`src/hw/rtl/bfa_pkg.sv`:
```
// Shared types, constants and helper functions for the bitmap frame allocator.
// Used by the channel interfaces, the map memory, the engine and the top level.
// No dependencies.
package bfa_pkg;

  // Map geometry and block size
  localparam int MapWords   = 1024;
  localparam int BlockBytes = 4096;   // power of two, 1024 to 65536
  localparam int WordBits   = 32;
  localparam int BitIdxW    = 5;
  localparam int MapIdxW    = (MapWords > 1) ? $clog2(MapWords) : 1;
  localparam int FrameW     = MapIdxW + BitIdxW;
  localparam int MapBits    = MapWords * WordBits;
  localparam int CapBlocks  = (MapBits < 32768) ? MapBits : 32768;
  localparam int BlockShift = $clog2(BlockBytes);
  localparam int KbShift    = BlockShift - 10;

  // Field widths
  localparam int ReqTypeW = 2;
  localparam int AddrW    = 32;
  localparam int BlkW     = AddrW - BlockShift;
  localparam int BAddrW   = 27;
  localparam int StatusW  = 2;
  localparam int CntW     = 16;
  localparam int WordCntW = CntW + 1;
  localparam int KbW      = 18;
  localparam int CfgIdxW  = 1;
  localparam int CfgDataW = 18;

  localparam logic [CntW-1:0] ReservedReset = CntW'(512);

  typedef enum logic [ReqTypeW-1:0] {
    ReqInit  = 2'd0,
    ReqAlloc = 2'd1,
    ReqFree  = 2'd2,
    ReqNone  = 2'd3
  } req_e;

  typedef enum logic [StatusW-1:0] {
    StatOk      = 2'd0,
    StatOom     = 2'd1,
    StatAlready = 2'd2,
    StatRange   = 2'd3
  } status_e;

  typedef enum logic [CfgIdxW-1:0] {
    RegMemSizeKb      = 1'b0,
    RegReservedBlocks = 1'b1
  } cfg_reg_e;

  // Access to the used-bit map: one read port, one write port
  typedef struct packed {
    logic                rd_en;
    logic [MapIdxW-1:0]  rd_addr;
    logic                wr_en;
    logic [MapIdxW-1:0]  wr_addr;
    logic [WordBits-1:0] wr_data;
  } bfa_mem_req_t;

  // One result item as produced by the engine
  typedef struct packed {
    logic [BAddrW-1:0] block_address;
    status_e           status;
    logic [CntW-1:0]   free_count;
    logic [CntW-1:0]   total_count;
  } bfa_res_t;

  // Map word written by init: a block is free when reserved <= n < total
  function automatic logic [WordBits-1:0] init_word(input logic [MapIdxW-1:0] idx,
                                                    input logic [CntW-1:0]    total,
                                                    input logic [CntW-1:0]    resv);
    logic [31:0]         n;
    logic [WordBits-1:0] w;
    for (int i = 0; i < WordBits; i++) begin
      n    = 32'({idx, BitIdxW'(i)});
      w[i] = ~((n >= 32'(resv)) && (n < 32'(total)));
    end
    return w;
  endfunction

endpackage

```
`src/hw/rtl/bfa_engine.sv`:
```
// Request sequencer of the frame allocator: init sweep, first-fit search, free.
// Holds the block counters and drives the map memory. Depends on bfa_pkg.
module bfa_engine (
  input  logic                         clk_i,
  input  logic                         rst_ni,
  input  logic                         start_i,
  input  logic [bfa_pkg::ReqTypeW-1:0] req_type_i,
  input  logic [bfa_pkg::AddrW-1:0]    address_i,
  input  logic [bfa_pkg::KbW-1:0]      mem_kb_i,
  input  logic [bfa_pkg::CntW-1:0]     reserved_blocks_i,
  output logic                         idle_o,
  output logic                         res_valid_o,
  output bfa_pkg::bfa_res_t            res_o,
  input  logic                         res_take_i,
  output bfa_pkg::bfa_mem_req_t        mem_req_o,
  input  logic [bfa_pkg::WordBits-1:0] rd_data_i
);
  import bfa_pkg::*;

  typedef enum logic [2:0] {
    SIdle,
    SInit,
    SSearch,
    SFreeChk,
    SDone
  } state_e;

  state_e               state_q, state_d;
  logic [MapIdxW:0]     chk_q, chk_d;
  logic [FrameW-1:0]    frame_q, frame_d;
  logic [CntW-1:0]      used_q, used_d;
  logic [CntW-1:0]      total_q, total_d;
  status_e              status_q, status_d;
  logic [BAddrW-1:0]    baddr_q, baddr_d;

  logic [KbW-1:0]                kb_blocks;
  logic [CntW-1:0]               cap_total;
  logic [CntW-1:0]               init_used;
  logic [WordCntW-1:0]           words;
  logic [MapIdxW:0]              chk_next;
  logic                          has_zero;
  logic [BitIdxW-1:0]            zero_pos;
  logic [FrameW-1:0]             search_frame;
  logic [FrameW+BlockShift-1:0]  baddr_full;
  logic [BlkW-1:0]               req_blk;
  logic [FrameW-1:0]             req_frame;
  logic                          req_range;
  logic [CntW-1:0]               used_sat;

  // Block count from installed memory, saturated at map capacity
  assign kb_blocks = mem_kb_i >> KbShift;
  assign cap_total = (kb_blocks > KbW'(CapBlocks)) ? CntW'(CapBlocks) : CntW'(kb_blocks);
  assign init_used = (reserved_blocks_i < cap_total) ? reserved_blocks_i : cap_total;

  // Number of map words that hold managed blocks
  assign words    = (WordCntW'(total_q) + WordCntW'(31)) >> BitIdxW;
  assign chk_next = chk_q + 1'b1;

  // Lowest clear bit of the word just read
  always_comb begin
    zero_pos = '0;
    for (int i = WordBits - 1; i >= 0; i--) begin
      if (!rd_data_i[i]) begin
        zero_pos = BitIdxW'(i);
      end
    end
  end
  assign has_zero     = (rd_data_i != '1);
  assign search_frame = {chk_q[MapIdxW-1:0], zero_pos};
  assign baddr_full   = {search_frame, {BlockShift{1'b0}}};

  // Block addressed by a free request
  assign req_blk   = address_i[AddrW-1:BlockShift];
  assign req_frame = FrameW'(req_blk);
  assign req_range = (32'(req_blk) >= 32'(total_q));

  // Sequencer next state and memory access
  always_comb begin
    state_d   = state_q;
    chk_d     = chk_q;
    frame_d   = frame_q;
    used_d    = used_q;
    total_d   = total_q;
    status_d  = status_q;
    baddr_d   = baddr_q;
    mem_req_o = '0;
    unique case (state_q)
      SIdle: begin
        if (start_i) begin
          baddr_d  = '0;
          status_d = StatOk;
          unique case (req_e'(req_type_i))
            ReqInit: begin
              total_d = cap_total;
              used_d  = init_used;
              chk_d   = '0;
              state_d = SInit;
            end
            ReqAlloc: begin
              if (used_q >= total_q) begin
                status_d = StatOom;
                state_d  = SDone;
              end else begin
                mem_req_o.rd_en   = 1'b1;
                mem_req_o.rd_addr = '0;
                chk_d             = '0;
                state_d           = SSearch;
              end
            end
            ReqFree: begin
              if (req_range) begin
                status_d = StatRange;
                state_d  = SDone;
              end else begin
                mem_req_o.rd_en   = 1'b1;
                mem_req_o.rd_addr = req_frame[FrameW-1:BitIdxW];
                frame_d           = req_frame;
                state_d           = SFreeChk;
              end
            end
            default: begin
              state_d = SDone;
            end
          endcase
        end
      end
      SInit: begin
        // Rewrite every map word, one a cycle
        mem_req_o.wr_en   = 1'b1;
        mem_req_o.wr_addr = chk_q[MapIdxW-1:0];
        mem_req_o.wr_data = init_word(chk_q[MapIdxW-1:0], total_q, reserved_blocks_i);
        chk_d             = chk_next;
        if (chk_q[MapIdxW-1:0] == MapIdxW'(MapWords - 1)) begin
          state_d = SDone;
        end
      end
      SSearch: begin
        // Check the word read last cycle, fetch the next one meanwhile
        if (WordCntW'(chk_q) >= words) begin
          status_d = StatOom;
          state_d  = SDone;
        end else if (has_zero) begin
          if (32'(search_frame) >= 32'(total_q)) begin
            status_d = StatOom;
          end else begin
            mem_req_o.wr_en   = 1'b1;
            mem_req_o.wr_addr = chk_q[MapIdxW-1:0];
            mem_req_o.wr_data = rd_data_i | (WordBits'(1) << zero_pos);
            used_d            = used_q + 1'b1;
            baddr_d           = BAddrW'(baddr_full);
          end
          state_d = SDone;
        end else begin
          mem_req_o.rd_en   = (32'(chk_next) < 32'(MapWords));
          mem_req_o.rd_addr = chk_next[MapIdxW-1:0];
          chk_d             = chk_next;
        end
      end
      SFreeChk: begin
        if (!rd_data_i[frame_q[BitIdxW-1:0]]) begin
          status_d = StatAlready;
        end else begin
          mem_req_o.wr_en   = 1'b1;
          mem_req_o.wr_addr = frame_q[FrameW-1:BitIdxW];
          mem_req_o.wr_data = rd_data_i & ~(WordBits'(1) << frame_q[BitIdxW-1:0]);
          if (used_q != '0) begin
            used_d = used_q - 1'b1;
          end
        end
        state_d = SDone;
      end
      SDone: begin
        if (res_take_i) begin
          state_d = SIdle;
        end
      end
      default: begin
        state_d = SIdle;
      end
    endcase
  end

  // Hold state, counters and result
  always_ff @(posedge clk_i or negedge rst_ni) begin
    if (!rst_ni) begin
      state_q  <= SIdle;
      used_q   <= '0;
      total_q  <= '0;
      chk_q    <= '0;
      status_q <= StatOk;
      frame_q  <= '0;
      baddr_q  <= '0;
    end else begin
      state_q  <= state_d;
      used_q   <= used_d;
      total_q  <= total_d;
      chk_q    <= chk_d;
      status_q <= status_d;
      frame_q  <= frame_d;
      baddr_q  <= baddr_d;
    end
  end

  // Result fields
  assign used_sat              = (used_q <= total_q) ? used_q : total_q;
  assign res_o.block_address   = baddr_q;
  assign res_o.status          = status_q;
  assign res_o.free_count      = total_q - used_sat;
  assign res_o.total_count     = total_q;
  assign res_valid_o           = (state_q == SDone);
  assign idle_o                = (state_q == SIdle);

endmodule

```
`config.mk`:
```
export PLATFORM = sky130hd
export DESIGN_NAME = bfa_engine
export DESIGN_NICKNAME = d
export VERILOG_FILES = /design/src/hw/rtl/bfa_pkg.sv /design/src/hw/rtl/bfa_engine.sv
export SDC_FILE = /design/constraint.sdc
export NUM_CORES = 1
export LEC_CHECK = 0
export BUFFER_PORTS_ARGS = -buffer_cell sky130_fd_sc_hd__buf_2
export CORE_MARGIN = 1.5
export CORE_UTILIZATION = 29
export CTS_BUF_LIST = sky130_fd_sc_hd__clkbuf_2
export DETAILED_ROUTE_END_ITERATION = 8
export SLEW_MARGIN = 20
export SYNTH_ARGS = -nofsm -noshare
export SYNTH_HDL_FRONTEND = slang
export SYNTH_SLANG_ARGS = --single-unit
```
`constraint.sdc`:
```
create_clock -name clk_i -period 10.1 [get_ports clk_i]
set_clock_uncertainty 0.2 [all_clocks]
set_input_delay 0 -clock clk_i [delete_from_list [all_inputs] [get_ports clk_i]]
set_output_delay 0 -clock clk_i [all_outputs]
set_load 0.01 [all_outputs]
```
==> results of run 1 <==
stage by stage:
step                 util  hold slack [ps]
floorplan               -             -496
global placement    0.334             -261
detailed placement  0.335             -256
CTS                 0.378             32.9
global route        0.379             86.6
finish              0.379             87.6
how the worst min path moves through the flow:
stage | start | endpoint
finish | rst_ni | used_q[11]
global route | rst_ni | used_q[11]
CTS | rd_data_i[24] | baddr_q[15]
detailed placement | rst_ni | total_q[13]
global placement | rst_ni | total_q[13]
floorplan | rst_ni | baddr_q[12]
metal layers:
layer / GRT usage / vias up / part of all wire
met5: 0 / - / 0
met4: 0.0850 / 0 / 0.026
met3: 0.0373 / 86 / 0.070
met2: 0.391 / 559 / 0.49
met1: 0.285 / 5805 / 0.42
li1: - / 5613 / -
area by class of cell:
class                   instances  share of cell area
diodes                          2            0.000380
clock buffers                   9             0.00342
clock inverters                 7             0.00475
inverters                      83              0.0236
multi-input cells            1113               0.590
flip-flops and latches         78               0.148
well taps                     455              0.0432
repair buffers                344               0.187
state kept, by name (all words and copies together), names as in the netlist:
register,flops
baddr_q,15
chk_q,11
frame_q,15
state_q,3
status_q,2
total_q,16
used_q,16
timing repair:
| action | CTS | global route |
|---|---|---|
| setup buffers | 0 | 0 |
| hold buffers | 140 | 0 |
| endpoints found under the hold margin | 145 | 0 |
worst max-delay path, cell delays in order (launching register included):
cell and delay, ps:
sky130_fd_sc_hd__dfrtp_1 710, sky130_fd_sc_hd__or4_4 680, sky130_fd_sc_hd__o21a_4 250, sky130_fd_sc_hd__nand3_2 120, sky130_fd_sc_hd__nor3_1 100, sky130_fd_sc_hd__xnor2_1 150, sky130_fd_sc_hd__ha_1 300, sky130_fd_sc_hd__a21o_1 170
sky130_fd_sc_hd__a2111oi_0 390, sky130_fd_sc_hd__o21ai_0 160, sky130_fd_sc_hd__a221o_1 420, sky130_fd_sc_hd__a21oi_4 280, sky130_fd_sc_hd__o21a_2 530, sky130_fd_sc_hd__nand3_1 430, sky130_fd_sc_hd__o221ai_1 420, sky130_fd_sc_hd__buf_2 200
cell families after synthesis:
group,after synthesis,share of synthesized area
other,1,0.000363
adders and majority gates,120,0.147
xor gates and xnor gates,38,0.0322
muxes,57,0.0656
AOI/OAI and AO/OA,496,0.311
DFF,78,0.189
and+or+nand+nor,390,0.189
buffers and inverters,164,0.0661
layout by cell type (no fill, tap or decap), types with 31 or more instances in the layout:
| cell | count |
|---|---|
| sky130_fd_sc_hd__o21ai_0 | 165 |
| sky130_fd_sc_hd__xnor2_1 | 31 |
| sky130_fd_sc_hd__ha_1 | 118 |
| sky130_fd_sc_hd__dfrtp_1 | 78 |
| sky130_fd_sc_hd__buf_2 | 193 |
| sky130_fd_sc_hd__nor2_1 | 58 |
| sky130_fd_sc_hd__a21oi_1 | 93 |
| sky130_fd_sc_hd__dlygate4sd3_1 | 139 |
| sky130_fd_sc_hd__nand3_1 | 51 |
| sky130_fd_sc_hd__nor3_1 | 31 |
| sky130_fd_sc_hd__nand2_1 | 121 |
| sky130_fd_sc_hd__inv_1 | 81 |
power breakdown:
| group | internal (uW) | switching (uW) | total (uW) |
|---|---|---|---|
| registers | 314 | 3.45 | 318 |
| logic | 116 | 149 | 265 |
| clock network | 38.6 | 146 | 185 |
==> results by stage, run 1 <==
Logic synthesis:
- The number of instances in the synthesized netlist is ~1.3k.
- The cell area after synthesis is 0.0103 sq mm.
- Synthesis inferred 78 register bits.
- The most frequently used cell type in the post-synthesis netlist is sky130_fd_sc_hd__o21ai_0.
- In the synthesized netlist the async set-or-reset flop fraction comes to 1.00.
- The proportion of synthesized chip area in sequential cells is 0.189.
- Counting instances in the post-synthesis netlist gives the leading cell types as 165 x sky130_fd_sc_hd__o21ai_0, 121 x sky130_fd_sc_hd__nand2_1, 118 x sky130_fd_sc_hd__ha_1.
- The library cell with the largest summed area after synthesis is sky130_fd_sc_hd__dfrtp_1.
- The most common flop cell mapped by yosys is sky130_fd_sc_hd__dfrtp_1.
- Sorting the synthesized cells by area gives the leading types as sky130_fd_sc_hd__dfrtp_1 19%, sky130_fd_sc_hd__ha_1 14%, sky130_fd_sc_hd__o21ai_0 8.0%, sky130_fd_sc_hd__a21oi_1 4.6%, sky130_fd_sc_hd__nand2_1 4.4%.
- The area fraction of the dominant cell type after synthesis is 0.189.
- The number of warnings issued by yosys is 0.
- The mean cell area of the mapped netlist is 7.68 sq um.
- Yosys mapped the design onto 85 distinct sky130hd cell types.
- The number of enable flip-flop cells after synthesis is 0.

Floorplanning:
- The die is about 190 um tall.
- The floorplan step defined a core boundary enclosing 0.0348 sq mm.
- The row count is 68.
- The width of the die is around 190 um.
- The die covers around 0.037 sq mm.
- For this design the top-level I/O count stands at 221.
- The starting density of the core is 0.297.

Worst hold path:
- The tightest min-delay check is of the in2async type.

Worst setup path:
- The kind of critical path is reg2out.
- In this run the critical register-to-register path is captured at used_q[15].
- Data arrives at the worst endpoint at 5990 ps.
- The path depth of the worst reg2reg path is 13.
- The startpoint identified for the worst register-to-register timing path is state_q[1].
- The slack of the worst reg-to-reg path is ~4700 ps.
- The last element of the critical path is mem_req_o[17].
- The kind of capture point of the worst setup path is an output pin.
- Along the worst path, the maximum fanout reaches 25.
- The required time at the worst-slack endpoint is 9900 ps.
- The startpoint kind of the worst setup timing path is a flip-flop.
- The critical path startpoint is total_q[3].

Layout:
- The growth of design area from synthesis to finish is 27.6%.
- The total non-filler cell area in the finished layout is 0.0132 sq mm.
- The number of filler instances in the final layout is between 3k and 4k.
- The final layout contains 1,853 nets.
- The sequential cells in the finished layout cover a total of approximately 0.0020 sq mm.
- In the final layout, the share of cells above drive strength 1 is 0.170.
- The finished layout holds roughly 2.1k standard cells, fillers aside.
- The area of the multi-input gates is 0.00777 sq mm.

Clocking:
- The cell chosen for the clock root is sky130_fd_sc_hd__clkbuf_2.
- The total clock buffers created by CTS is 9.
- The clock tree from TritonCTS is yes.
- The clock edge transition at the registers on the reported setup and hold paths is 270 ps.
- The clock net sink count is 78.
- The H-tree was split into 3 levels.
- The clock tree buffer depth is 2.
- The clock reaches the later pin of the worst-skew pair after 690 ps.
- Post-CTS repair changed the size of 0 cells.

Place:
- The final weighted congestion in routability-driven placement is 0.928.
- The total instance count after detailed placement is 1,933.
- The post-placement cell area is 0.0116 sq mm.
- Prior to clock tree synthesis, the placed netlist has a worst setup slack of 4820 ps.
- The count of buffers added on input and output ports is 194.
- Summed over all nets, the half-perimeter wirelength after detailed placement is between 30,000 and 40,000 um.

STA:
- The number of failing hold endpoints at the final stage is 0.
- The post-route minimum period is slightly above 6000 ps.
- Setup slack closes at between 3000 and 4000 ps.
- The final max-slew violation count is 0.
- Setup repair after global routing left no endpoint under its margin.
- Of the available clock period, the critical path in the final layout requires 0.612.
- The highest clock rate is 0.162 GHz.
- The final count of negative-setup-slack endpoints is 0.
- The worst relative slew slack is 0.294.
- The slew of the pin with the lowest slew margin is between 1000 and 1500 ps.
- The total negative slack for setup checks is 0 ps.

GRT:
- The global-route wire length before repair is between 60,000 and 70,000 um.
- The number of antenna violations at the first check in global routing came to 2.
- The total overflow left after global routing is 0.
- Entering global routing, the biggest net connects 55 pins.
- The via count of the first global-routing pass was about 12k.
- For this run, the total global-route usage over all layers was measured as 0.228.

Route:
- The count of routing violations after the opening detailed-route iteration is roughly 1.2k.
- The final routed DRC violation total is 0.
- The via count of the routed design is 12.1k.
- After detailed routing, the average wire length per cell comes to 20.6 um.
- The detail route stage leaves a number of antenna-violating nets equal to 0.
- The first detailed-routing pass took 5 iterations.
- The number of vias per cell is 5.77.
- The detailed-route wire length is roughly 43,000 um.

Outcome:
- The flow ran to the end, and the final reports show no timing, DRC or antenna violations.

Pwr:
- The total power draw is 767 uW.
- For this design the static power due to leakage is 0.00594 uW.
- The power density normalized to cell area is 58.2 mW/mm^2.
- The worst-case IR drop observed on VDD is 0.0371 mV.

Job:
- The tool flagged a number of max-cap violations equal to 0.
Power figures use the tool's default switching activity.
==> inputs of run 2 (changes only) <==
Clock period 10.1 ns to 5.4 ns, I/O delays scaled along.
==> run 2 against run 1 <==
Combinational power is 100% higher. Via count is 2.5% higher. Flip-flop and latch count stayed put. Non-clock buffer count is 45 higher. Final cell count is 2.2% higher. Global-route usage is 0.86 points higher. Register-to-register slack worse by 4100 ps. Largest cell class unchanged. Final area is 4.3% higher. Die area stayed put. Routed wire length is 4.3% higher. Worst setup slack worse by 3800 ps. Sequential power is 86% higher.
==> results by stage, run 2 (synthesis results as in run 1) <==
GRT:
- The overall fraction of global-route tracks in use came to 0.236 (was 0.228).
- The global-route track usage on met3 is 0.0362 (was 0.0373).
- The maximum number of pins on one net before global-route repair is 53 (was 55).
- The most utilized layer in the global route result was met2 (unchanged).
- The sum of overflow across all layers after global routing is 0 (unchanged).
- The global-route wire length before repair is 66,900 um (was 65,000 um).
- The global-route met2 utilization is 0.392 (was 0.391).
- The met1 usage in global routing is 0.294 (was 0.285).
- The number of antenna violations at the first check in global routing was 2 (unchanged).
- The via count of the first global-routing pass is 11.8k (was 11.6k).

Worst setup path:
- The path depth of the worst reg2reg path came to 15 (was 13).
- The startpoint kind of the worst setup timing path is a flip-flop (unchanged).
- The kind of critical path is reg2out (unchanged).
- The required time at the worst-slack endpoint is 5200 ps (was 9900 ps).
- The kind of capture point of the worst setup path is an output pin (unchanged).
- The critical path arrival is 5100 ps (was 5990 ps).
- The biggest fanout along the worst timing path is 6 (was 25).

Clocking:
- The number of levels in the clock H-tree came to 3 (unchanged).
- The cell chosen for the clock root is sky130_fd_sc_hd__clkbuf_2 (unchanged).
- The total clock buffers created by CTS is 9 (unchanged).
- The clock tree buffer depth is 2 (unchanged).
- The clock net sink count was 78 (unchanged).
- The clock tree from TritonCTS was yes (unchanged).
- The clock edge transition at the registers on the reported setup and hold paths is 260 ps (was 270 ps).
- The later-pin clock latency in the skew report is 700 ps (was 690 ps).

Route:
- The detailed-route wire length was 44,900 um (was 43,100 um).
- The number of vias per cell is 5.79 (was 5.77).
- The via count of the routed design is 12.4k (was 12.1k).
- The final routed DRC violation total is 0 (unchanged).
- The count of routing violations after the opening detailed-route iteration is 1,125 (was 1,172).
- The average wire length per cell after detail routing came to 21.0 um (was 20.6 um).
- The antenna violation net count after detailed routing came to 0 (unchanged).
- The number of detailed-routing iterations run before antenna repair is 5 (unchanged).

STA:
- The slew of the pin with the lowest slew margin is 1040 ps (was 1060 ps).
- The final critical-path share of the clock period is 0.982.
- The final count of negative-setup-slack endpoints is 0 (unchanged).
- The worst relative slew slack is 0.304 (was 0.294).
- The worst path setup slack after routing came to 96.4 ps (was 3910 ps).
- The highest clock rate is between 0.15 and 0.2 GHz.
- The number of failing hold endpoints at the final stage is 0 (unchanged).
- The final max-slew violation count came to 0 (unchanged).
- RSZ-0062 raised after global routing: yes (was no).
- The post-route minimum period is 5300 ps.

Layout:
- The area of the multi-input gates is 0.00792 sq mm (was 0.00777 sq mm).
- The growth of design area from synthesis to finish came to 33.1% (was 27.6%).
- The fraction of final layout cells with drive strength greater than 1 came to 0.211 (was 0.170).
- The final core area utilization came to 0.395 (was 0.379).
- The register cell area after layout is 0.00196 sq mm (was 0.00195 sq mm).
- Biggest registers after layout: total_q x16, used_q x16 (unchanged).
- Most frequent cells in the layout: 193 x sky130_fd_sc_hd__buf_2, 163 x sky130_fd_sc_hd__o21ai_0, 145 x sky130_fd_sc_hd__dlygate4sd3_1, 118 x sky130_fd_sc_hd__nand2_1, 114 x sky130_fd_sc_hd__ha_1 (was 193 x sky130_fd_sc_hd__buf_2, 165 x sky130_fd_sc_hd__o21ai_0, 139 x sky130_fd_sc_hd__dlygate4sd3_1, 121 x sky130_fd_sc_hd__nand2_1, 118 x sky130_fd_sc_hd__ha_1).
- The number of nets in the final layout is 1,898 (was 1,853).
- The number of filler instances in the final layout is 3,585 (was 3,602).
- The commonest non-fill, non-tap cell in the layout is sky130_fd_sc_hd__buf_2 (unchanged).

Place:
- The number of buffers added on ports is 194 (unchanged).
- The final weighted congestion in routability-driven placement is 0.955 (was 0.928).
- The half-perimeter wire length of the detailed placement result is 33,800 um (was 32,800 um).
- The worst setup timing slack at the placement stage is 411 ps (was 4820 ps).

Outcome:
- Outcome: complete, no violations (unchanged).

Pwr:
- The leakage power is 0.00623 uW (was 0.00594 uW).
- The power density normalized to cell area was 109 mW/mm^2 (was 58.2 mW/mm^2).
- The maximum vdd ir drop is 0.105 mV (was 0.0371 mV).

Floorplanning:
- The width of the die is 192 um (unchanged).
- The floorplan die height was 192 um (unchanged).
- The number of primary I/O pins came to 221 (unchanged).
- The die area was 0.0367 sq mm (unchanged).
- The row count came to 68 (unchanged).
- The floorplan core area was 0.0348 sq mm (unchanged).
- The starting density of the core came to 0.297 (unchanged).

Job:
- The count of max-cap constraint violations is 0 (unchanged).

Worst hold path:
- The class of the most critical hold timing path is in2async (unchanged).
## run 2: metal layers
layer / share of wire / up-vias
met5: 0 / -
met4: 0.050 / 0
met3: 0.067 / 127
met2: 0.47 / 592
met1: 0.41 / 5921
li1: - / 5730
## run 2: layout make-up
class,count,area share
Antenna cell,3,0.000546
Sequential cell,78,0.143
Clock buffer,9,0.00328
Multi-Input combinational cell,1113,0.577
Clock inverter,7,0.00583
Timing Repair Buffer,389,0.206
Inverter,83,0.0239
Tap cell,455,0.0414
## run 2: final timing paths
| kind | from | endpoint | slack, ps |
|---|---|---|---|
| worst max-delay path | total_q[8] | res_o[30] | 100 |
| worst min register to register | baddr_q[12] | baddr_q[12] | 330 |
| worst max register to register | total_q[3] | state_q[2] | 600 |
| max in group asynchronous | rst_ni | frame_q[6] | 4190 |
| worst min-delay path | rst_ni | used_q[10] | 80 |
| min in group clk_i | rd_data_i[10] | baddr_q[15] | 100 |
## run 2: per-stage QoR
stage	TNS [ps]	total power [uW]	std cells	hold slack (ps)	area, sq um
final	0	1500	2137	77.5	13700
after CTS	0	1470	2110	53.7	13400
after floorplan	0	852	1355	-496	10400
after global placement	0	1020	1948	-241	11700
after detailed placement	0	1030	1948	-239	11700
after global routing	-741	1580	2137	38.8	13700
## run 2: worst max-delay path, cell delays in order, from the launching register on
cell	delay, ps
sky130_fd_sc_hd__dfrtp_2	510
sky130_fd_sc_hd__clkinvlp_4	150
sky130_fd_sc_hd__ha_4	170
sky130_fd_sc_hd__a21o_1	140
sky130_fd_sc_hd__a21o_1	160
sky130_fd_sc_hd__a221o_1	360
sky130_fd_sc_hd__a221oi_4	350
sky130_fd_sc_hd__a21oi_4	150
sky130_fd_sc_hd__buf_6	150
sky130_fd_sc_hd__o21ai_2	120
sky130_fd_sc_hd__ha_2	200
sky130_fd_sc_hd__inv_2	40
sky130_fd_sc_hd__fa_2	360
sky130_fd_sc_hd__a21o_1	200
sky130_fd_sc_hd__a21oi_2	170
sky130_fd_sc_hd__o21ba_4	190
sky130_fd_sc_hd__o31ai_4	100
sky130_fd_sc_hd__a211oi_2	300
sky130_fd_sc_hd__o31ai_1	120
sky130_fd_sc_hd__a21oi_1	170
sky130_fd_sc_hd__xnor2_1	150
sky130_fd_sc_hd__buf_2	160
## run 2: repair_timing
action | CTS | global route
hold buffers | 146 | 0
buffers inserted | 0 | 24
gates resized for setup | 8 | 45
pin swaps | 0 | 20
setup endpoints to repair | 10 | 36
endpoints found under the hold margin | 142 | 0
## run 2: report_power, final
part / total (uW) / switching, uW / internal, uW
sequential: 591 / 3.16 / 588
combinational: 529 / 297 / 232
clock: 379 / 267 / 112
==> inputs of run 3 (changes only) <==
Settings changed: CORE_MARGIN 1.5 to not set.
==> run 3 against run 2 <==
Fmax increased by 0.55%. Via count is 1.1% lower. Sequential share of layout area rose by 0.27 points. Final area shrank 2.0%. Routed wire length decreased by 1.5%. Critical path depth down 5. Critical endpoint is now mem_req_o[3]. Largest cell class unchanged. Largest power group unchanged.
==> results by stage, run 3 (synthesis results as in run 1) <==
Outcome:
- Outcome: complete, no violations (unchanged).

Route:
- The antenna violation net count after detailed routing is 0 (unchanged).
- The average wire length per cell after detail routing was 20.9 um (was 21.0 um).
- The detailed-route wire length is 44,300 um (was 44,900 um).
- The count of routing violations after the opening detailed-route iteration is 1,085 (was 1,125).
- The length of routed wiring on met1 is 18,100 um (was 18,400 um).
- The length of routed met2 wiring was 21,200 um (was 21,300 um).
- The detailed route wirelength on metal3 is 3010 um (about the same).
- The top layer reached by signal wires was met4 (unchanged).
- The final routed DRC violation total is 0 (unchanged).
- The number of vias per cell is 5.79 (about the same).
- The number of detailed-routing iterations run before antenna repair is 6 (was 5).
- The via count of the routed design was 12.2k (was 12.4k).

Place:
- The final weighted congestion in routability-driven placement is 0.972 (was 0.955).
- The half-perimeter wire length of the detailed placement result is 33,700 um (was 33,800 um).
- The number of buffers added on ports is 194 (unchanged).
- The post-placement cell area came to 0.0118 sq mm (was 0.0117 sq mm).

Layout:
- Biggest registers after layout: total_q x16, used_q x16 (unchanged).
- The number of nets in the final layout came to 1,878 (was 1,898).
- The commonest non-fill, non-tap cell in the layout was sky130_fd_sc_hd__buf_2 (unchanged).
- Most frequent cells in the layout: 193 x sky130_fd_sc_hd__buf_2, 161 x sky130_fd_sc_hd__o21ai_0, 137 x sky130_fd_sc_hd__dlygate4sd3_1, 119 x sky130_fd_sc_hd__nand2_1, 117 x sky130_fd_sc_hd__ha_1 (was 193 x sky130_fd_sc_hd__buf_2, 163 x sky130_fd_sc_hd__o21ai_0, 145 x sky130_fd_sc_hd__dlygate4sd3_1, 118 x sky130_fd_sc_hd__nand2_1, 114 x sky130_fd_sc_hd__ha_1).
- The final core area utilization is 0.387 (was 0.395).
- The number of filler instances in the final layout is 3,571 (was 3,585).
- The area of the multi-input gates is 0.00788 sq mm (was 0.00792 sq mm).
- The fraction of final layout cells with drive strength greater than 1 came to 0.198 (was 0.211).
- The register cell area after layout is 0.00196 sq mm (about the same).
- The growth of design area from synthesis to finish is 30.5% (was 33.1%).
- The total non-filler cell area in the finished layout came to 0.0135 sq mm (was 0.0137 sq mm).

STA:
- The highest clock rate came to 0.190 GHz (was 0.189 GHz).
- The number of failing hold endpoints at the final stage was 0 (unchanged).
- The final count of negative-setup-slack endpoints is 0 (unchanged).
- The final max-slew violation count is 0 (unchanged).
- The worst relative slew slack was 0.316 (was 0.304).
- The slew of the pin with the lowest slew margin came to 1020 ps (was 1040 ps).
- The post-route minimum period is 5270 ps (was 5300 ps).
- The final critical-path share of the clock period is 0.977 (was 0.982).
- RSZ-0062 raised after global routing: yes (unchanged).

Floorplanning:
- The row count is 68 (unchanged).
- The floorplan die height is 191 um (was 192 um).
- The width of the die came to 191 um (was 192 um).
- The die area is 0.0364 sq mm (was 0.0367 sq mm).
- The floorplan core area came to 0.0348 sq mm (unchanged).
- The number of primary I/O pins is 221 (unchanged).
- The starting density of the core is 0.297 (unchanged).

Worst hold path:
- The class of the most critical hold timing path is in2reg (was in2async).

GRT:
- The overall fraction of global-route tracks in use is 0.240 (was 0.236).
- The via count of the first global-routing pass came to 11.8k (about the same).
- The maximum number of pins on one net before global-route repair was 53 (unchanged).
- The number of antenna violations at the first check in global routing was 1 (was 2).
- The global-route wire length before repair came to 67,400 um (was 66,900 um).
- The sum of overflow across all layers after global routing is 0 (unchanged).

Clocking:
- The clock edge transition at the registers on the reported setup and hold paths is 270 ps (was 260 ps).
- The clock tree from TritonCTS is yes (unchanged).
- The clock net sink count is 78 (unchanged).
- The number of levels in the clock H-tree is 3 (unchanged).
- The cell chosen for the clock root is sky130_fd_sc_hd__clkbuf_2 (unchanged).
- The later-pin clock latency in the skew report was 680 ps (was 700 ps).
- The clock tree buffer depth was 2 (unchanged).
- The total clock buffers created by CTS is 9 (unchanged).

Worst setup path:
- The kind of capture point of the worst setup path is an output pin (unchanged).
- The kind of critical path was reg2out (unchanged).
- The critical path arrival is 5070 ps (was 5100 ps).
- The count of buffering cells on the critical path with inverters included is 3 (was 4).
- The startpoint kind of the worst setup timing path is a flip-flop (unchanged).
- The family of cells with the greatest summed delay on the critical path is compound AO/OA/AOI/OAI gates (unchanged).
- The highest-delay cell along the critical path is sky130_fd_sc_hd__or4_4 (was sky130_fd_sc_hd__dfrtp_2).
- The biggest fanout along the worst timing path is 26 (was 6).
- Worst-path cell chain: or4_4 -> o21a_4 -> nand3_2 -> nor3_1 -> xnor2_1 -> ha_1 -> a21o_1 -> a2111oi_1 -> o21ai_0 -> a221o_1 -> a21oi_4 -> buf_4 -> o21ai_2 -> buf_4 -> o221ai_1 -> buf_2 (was clkinvlp_4 -> ha_4 -> a21o_1 -> a21o_1 -> a221o_1 -> a221oi_4 -> a21oi_4 -> buf_6 -> o21ai_2 -> ha_2 -> inv_2 -> fa_2 -> a21o_1 -> a21oi_2 -> o21ba_4 -> o31ai_4 -> a211oi_2 -> o31ai_1 -> a21oi_1 -> xnor2_1 -> buf_2).
- The required time at the worst-slack endpoint is 5200 ps (about the same).
- The most frequent cell on the critical path was sky130_fd_sc_hd__buf_4 (was sky130_fd_sc_hd__a21o_1).
- The delay of the slowest critical-path stage is 600 ps (was 510 ps).

Pwr:
- The leakage power is 0.00609 uW (was 0.00623 uW).
- The switching part of the total power is 0.388 (was 0.378).
- The share of total power in sequential cells was 0.414 (was 0.394).
- The power density normalized to cell area is 106 mW/mm^2 (was 109 mW/mm^2).
- The part of the power in the clock network is 0.224 (was 0.253).
- The net switching power figure is 555 uW (was 567 uW).
- The cell-internal power is 874 uW (was 932 uW).
- The maximum vdd ir drop was 0.0774 mV (was 0.105 mV).
- The share of total power in combinational logic is 0.363 (was 0.353).

Job:
- The count of max-cap constraint violations is 0 (unchanged).
run 3: changes by cell type in the layout (fill, tap and decap cells not counted), moves of 2 or more:
cell | before | now
sky130_fd_sc_hd__buf_6 | 3 | 1
sky130_fd_sc_hd__diode_2 | 3 | 1
sky130_fd_sc_hd__dfrtp_2 | 9 | 7
sky130_fd_sc_hd__dfrtp_1 | 69 | 71
sky130_fd_sc_hd__inv_1 | 74 | 77
sky130_fd_sc_hd__ha_1 | 114 | 117
sky130_fd_sc_hd__ha_4 | 3 | 1
sky130_fd_sc_hd__and4_4 | 2 | 0
sky130_fd_sc_hd__o21ai_0 | 163 | 161
sky130_fd_sc_hd__buf_4 | 47 | 37
sky130_fd_sc_hd__dlygate4sd3_1 | 145 | 137
sky130_fd_sc_hd__o21ai_1 | 3 | 6
run 3: power by group through the flow:
stage | registers [uW] | clock network, uW | logic (uW)
2_1_floorplan | 601 | 0 | 251
3_3_place_gp | 600 | 0 | 424
3_5_place_dp | 600 | 0 | 427
4_1_cts | 591 | 327 | 497
5_1_grt | 592 | 346 | 562
6_report | 591 | 320 | 518
run 3: worst paths after layout:
path / start / cells past startpoint / endpoint / slack [ps]
worst max-delay path: total_q[3] / 16 / mem_req_o[3] / 130
max in group asynchronous: rst_ni / 4 / baddr_q[16] / 4150
worst min register to register: baddr_q[17] / 2 / baddr_q[17] / 320
min in group asynchronous: rst_ni / 4 / used_q[10] / 120
worst max register to register: total_q[3] / 15 / state_q[0] / 450
worst min-delay path: req_type_i[1] / 7 / total_q[14] / 30
run 3: area by class of cell:
type,count,share of cell area
multi-input combinational,1113,0.585
tap,455,0.0423
clock inverter,7,0.00372
sequential,78,0.146
timing repair buffer,369,0.196
inverter,83,0.0239
antenna,1,0.000186
clock buffer,9,0.00334
run 3: timing repair:
item / in CTS / in global routing
hold buffers: 138 / 0
setup endpoints to repair: 6 / 28
setup buffers: 0 / 10
pin swaps: 0 / 10
hold endpoints to repair: 143 / 0
gates resized for setup: 9 / 28
run 3: worst min-delay path, stage by stage:
cell                      delay [ps]
sky130_fd_sc_hd__buf_2           120
sky130_fd_sc_hd__inv_1            70
sky130_fd_sc_hd__ha_1            190
sky130_fd_sc_hd__nand2_1          90
sky130_fd_sc_hd__buf_4           240
sky130_fd_sc_hd__nand2_1         100
sky130_fd_sc_hd__o21ai_0          70
run 3: stage by stage:
step / total power (uW) / hold WS (ps) / instances / TNS (ps) / setup WS [ps]
final: 1430 / 31.9 / 2115 / 0 / 125
after global routing: 1500 / 65.5 / 2115 / -35.4 / -12.0
after CTS: 1420 / 2.24 / 2104 / 0 / 9.91
after detailed placement: 1030 / -234 / 1950 / 0 / 382
after global placement: 1020 / -242 / 1950 / 0 / 506
after floorplan: 852 / -496 / 1355 / 0 / 660
run 3: layer usage:
metal	vias up	track usage
met5	-	0
met4	0	0.113
met3	132	0.0328
met2	601	0.402
met1	5819	0.303
li1	5684	-
